`src/sobel_edge_magnitude_rgba_macros.svh`:
```
// assertion macros for the sobel edge block
`ifndef SOBEL_EDGE_MAGNITUDE_RGBA_MACROS_SVH
`define SOBEL_EDGE_MAGNITUDE_RGBA_MACROS_SVH
`define SEM_ASSERT_IMP(label, clk, rst, pre, post, msg) \
  label: assert property (@(posedge clk) disable iff (rst) (pre) |-> (post)) else $error(msg);
`define SEM_ASSERT_NEXT(label, clk, rst, pre, post, msg) \
  label: assert property (@(posedge clk) disable iff (rst) (pre) |=> (post)) else $error(msg);
`endif

```
`src/sem_pkg.sv`:
```
// shared types and constants for the sobel edge block
`default_nettype none
package sem_pkg;
  localparam int unsigned CfgIdxW = 1;
  localparam int unsigned CfgDataW = 16;
  localparam logic [CfgIdxW-1:0] RegWidth = 1'b0;
  localparam logic [CfgIdxW-1:0] RegHeight = 1'b1;
  localparam logic [10:0] WidthReset = 11'd640;
  localparam logic [15:0] HeightReset = 16'd480;
  localparam logic [7:0] CapValue = 8'd255;

  typedef enum logic [2:0] {
    ST_IDLE,
    ST_READ,
    ST_EMIT,
    ST_ROOT,
    ST_OUT
  } state_t;

  typedef struct packed {
    logic take;
    logic mem_read;
    logic upd;
    logic root_start;
    logic out_load;
  } cmd_t;

  typedef struct packed {
    logic has_out;
    logic root_done;
    logic out_busy;
  } sts_t;
endpackage
`default_nettype wire

```
`src/sem_ctrl.sv`:
```
// controller state machine
`default_nettype none
module sem_ctrl (
  input  wire logic clk,
  input  wire logic rst,
  input  wire logic in_fire,
  input  wire sem_pkg::sts_t sts,
  output sem_pkg::cmd_t cmd,
  output logic in_ready
);
  import sem_pkg::*;
  state_t state, state_next;

  always_ff @(posedge clk) begin
    if (rst) state <= ST_IDLE;
    else state <= state_next;
  end

  always_comb begin
    state_next = state;
    unique case (state)
      ST_IDLE: if (in_fire) state_next = ST_READ;
      ST_READ: state_next = ST_EMIT;
      ST_EMIT: state_next = sts.has_out ? ST_ROOT : ST_IDLE;
      ST_ROOT: if (sts.root_done) state_next = ST_OUT;
      ST_OUT: if (!sts.out_busy) state_next = ST_IDLE;
      default: state_next = ST_IDLE;
    endcase
  end

  always_comb begin
    cmd = '0;
    in_ready = 1'b0;
    unique case (state)
      ST_IDLE: begin
        in_ready = 1'b1;
        cmd.take = in_fire;
      end
      ST_READ: cmd.mem_read = 1'b1;
      ST_EMIT: begin
        cmd.upd = 1'b1;
        cmd.root_start = sts.has_out;
      end
      ST_ROOT: ;
      ST_OUT: cmd.out_load = !sts.out_busy;
      default: ;
    endcase
  end
endmodule
`default_nettype wire

```
`config.mk`:
```
export PLATFORM = sky130hd
export DESIGN_NAME = sem_ctrl
export DESIGN_NICKNAME = d
export VERILOG_FILES = /design/src/sobel_edge_magnitude_rgba_macros.svh /design/src/sem_pkg.sv /design/src/sem_ctrl.sv
export SDC_FILE = /design/constraint.sdc
export NUM_CORES = 1
export LEC_CHECK = 0
export CORE_AREA = 2 2 39 41
export CTS_CLUSTER_DIAMETER = 120
export DETAILED_ROUTE_END_ITERATION = 12
export DIE_AREA = 0 0 41 43
export DONT_BUFFER_PORTS = 1
export MAX_ROUTING_LAYER = met4
export PLACE_DENSITY = 0.3
export SYNTH_ARGS = -nofsm -noshare
export SYNTH_HDL_FRONTEND = slang
export SYNTH_SLANG_ARGS = --single-unit
```
`constraint.sdc`:
```
create_clock -name clk -period 1.7 [get_ports clk]
set_clock_uncertainty 0.2 [all_clocks]
set_input_delay 0.34 -clock clk [delete_from_list [all_inputs] [get_ports clk]]
set_output_delay 0.34 -clock clk [all_outputs]
set_load 0.01 [all_outputs]
```
==> flow_metrics.tcl <==
set metrics [dict create \
    drv_slew 0 \
    core_area_um2 1380 \
    tritoncts "done" \
    ys_seq_area_frac 0.333 \
    pin_count 12 \
    antenna_found_initial 0 \
    place_inst 40 \
    synth.area.top_cells "dfxtp_1, a21oi_1, nor3_1" \
    r2r_slack_ps 400 \
    drv_cap 0 \
    avgRoutedWirePerCell_um 10.1 \
    nets 36 \
    period_needed_ps 1600 \
    worstHoldPathType "input pin to register" \
    vias 189 \
    htreeDepth 1 \
    first_global_vias 166 \
    ys_async_sr_fraction 0 \
    worstSetupPathType "register to primary output" \
    post-route-drc-count 0 \
    synth.top_cell.area_share 0.333 \
    end_kind "primary output" \
    hp-start "sts[0]" \
    status "complete, no violations" \
    num_antenna_cells 0 \
    min_path_cells 2 \
    clkSinkCount 3 \
    synthToLayoutAreaGrowth_pct 45.8 \
    rr_startpoint "state[0]" \
    cts_buffer_depth 2 \
    port_buffers 0 \
    synth_cells 23 \
    arrival_ps 1060 \
    syn_area_um2 180 \
    gp_congestion 0.711 \
    rsz0062_at_grt "false" \
    dr.pass1.iters 2 \
    layout-drive-gt1-share 0.345 \
    synth_ff_type "dfxtp_1" \
    timing.rr.end "state[0]" \
    yosys.area.top_type "dfxtp_1" \
    grt_max_degree 10 \
    top_register "state" \
    start_util 0.130 \
    p_leak_nw 0.0931 \
    biggestRegsByFlops "state (3)" \
    max_freq_mhz 624 \
    ys_ff_latch 3 \
    clock_latency_ps 230 \
    stdcell_count 45 \
    slew_headroom 0.778 \
    ys_types 15 \
    largest_reg_flops 3 \
    setup_viol 0 \
    multi_input_area_um2 126 \
    overflow 0 \
    fill_cells 169 \
    row_count 14 \
    worst_r2r_path_depth 3 \
    required_ps 1160 \
    start_kind "register" \
    die_w_um 41 \
    synth_fp_nets 29 \
    cts_buffers 3 \
    antenna_left 0 \
    min_period_over_period 0.942 \
    hpwl_um 363 \
    routed_wl_um 456 \
    fp.dieH_um 43 \
    synth.avg_cell_area_um2 7.83 \
    setup_tns_ps 0 \
    hold-path-endpoint "state[2]" \
    worst_pin_slew_ps 332 \
    hold_viol_final 0 \
    first_iter_violations 6 \
    clk_pin_slew_ps 40 \
    final-seq-area_um2 61.3 \
    grt_usage 0.0698 \
    clockRootBuffer "clkbuf_4" \
    dieArea_um2 1760 \
    ys.warnings.count 0 \
    via_per_inst 4.20 \
    grt_pass1_wl_um 696 \
    cp_max_fo 7 \
    ys_top_cells_by_count "a21oi_1, dfxtp_1, nor3_1, and2_1, nor2_1" \
    cellPowerDensity_nw_per_um2 954 \
    vdd_drop_max_mv 0.304 \
    synth_edf_count 0 \
]
-- cell families (layout without fill, tap and decap cells) --
kind of cell,count (synthesis),in the layout,share of synthesized area
simple gates,12,12,0.375
compound gates,6,6,0.243
flops,3,3,0.333
buf+inv,2,8,0.0486
-- per-layer routing --
metal / track usage / wire length [µm] / up-vias
met4: 0.0800 / 14 / 0
li1: - / - / 97
met3: 0.0471 / 54 / 2
met5: - / 0 / -
met2: 0.0594 / 180 / 9
met1: 0.0895 / 207 / 81
-- stage by stage --
| stage | setup slack [ps] | total power, mW | hold slack [ps] | util | instance area (µm²) |
|---|---|---|---|---|---|
| after floorplan | 111 | 0.113 | 209 | - | 180 |
| after global placement | 234 | 0.125 | 212 | 0.152 | 210 |
| after detailed placement | 213 | 0.125 | 213 | 0.152 | 210 |
| after CTS | 18.3 | 0.255 | 75.8 | 0.179 | 248 |
| after global routing | 5.20 | 0.271 | 94.3 | 0.190 | 263 |
| final | 98.6 | 0.251 | 80.0 | 0.190 | 263 |
-- cell usage in the layout (no fill, tap or decap) --
| cell type | n |
|---|---|
| nor3_1 | 1 |
| dfxtp_1 | 2 |
| clkbuf_4 | 3 |
| nor3b_2 | 1 |
| nand4b_1 | 1 |
| a21oi_1 | 3 |
| nor2_1 | 2 |
| inv_1 | 1 |
| a21boi_0 | 1 |
| dlygate4sd3_1 | 1 |
| dfxtp_2 | 1 |
| a31oi_1 | 1 |
| nor3_2 | 2 |
| a2111oi_2 | 1 |
| and2b_1 | 1 |
| clkbuf_1 | 1 |
| nand3_1 | 1 |
| nand2_1 | 1 |
| and2_1 | 2 |
| buf_4 | 2 |
-- how the worst max path moves through the flow --
stage	start	endpoint	slack (ps)	cells past startpoint
5_1_grt	state[0]	cmd[3]	5	2
6_report	state[0]	cmd[3]	100	2
4_1_cts	state[0]	cmd[3]	20	2
2_1_floorplan	state[1]	cmd[1]	110	3
3_5_place_dp	state[1]	cmd[1]	210	2
3_3_place_gp	state[1]	cmd[1]	230	2
-- worst max-delay path: stages (launching register included) --
cell	delay, ps
dfxtp_1	440
inv_1	140
nor3_2	250
-- power breakdown --
part           internal [mW]  total (mW)  switching, mW  leakage, nW
logic                 0.0227      0.0449         0.0222       0.0531
clock network         0.0877       0.121         0.0331       0.0150
registers             0.0757      0.0851        0.00943       0.0250
total                  0.186       0.251         0.0646       0.0931
-- repair_timing --
action,in CTS,in global routing
endpoints found under the setup margin,2,3
endpoints found under the hold margin,3,0
hold buffers,1,0
setup buffers,0,0
resized for setup,1,3
-- cell type report --
class | count | share of cell area
clock buffers | 4 | 0.100
inverters | 1 | 0.0143
multi-input cells | 18 | 0.481
flip-flops and latches | 3 | 0.233
well taps | 16 | 0.0762
repair buffers | 3 | 0.0952
No activity file was read; power rests on OpenSTA's default activity.
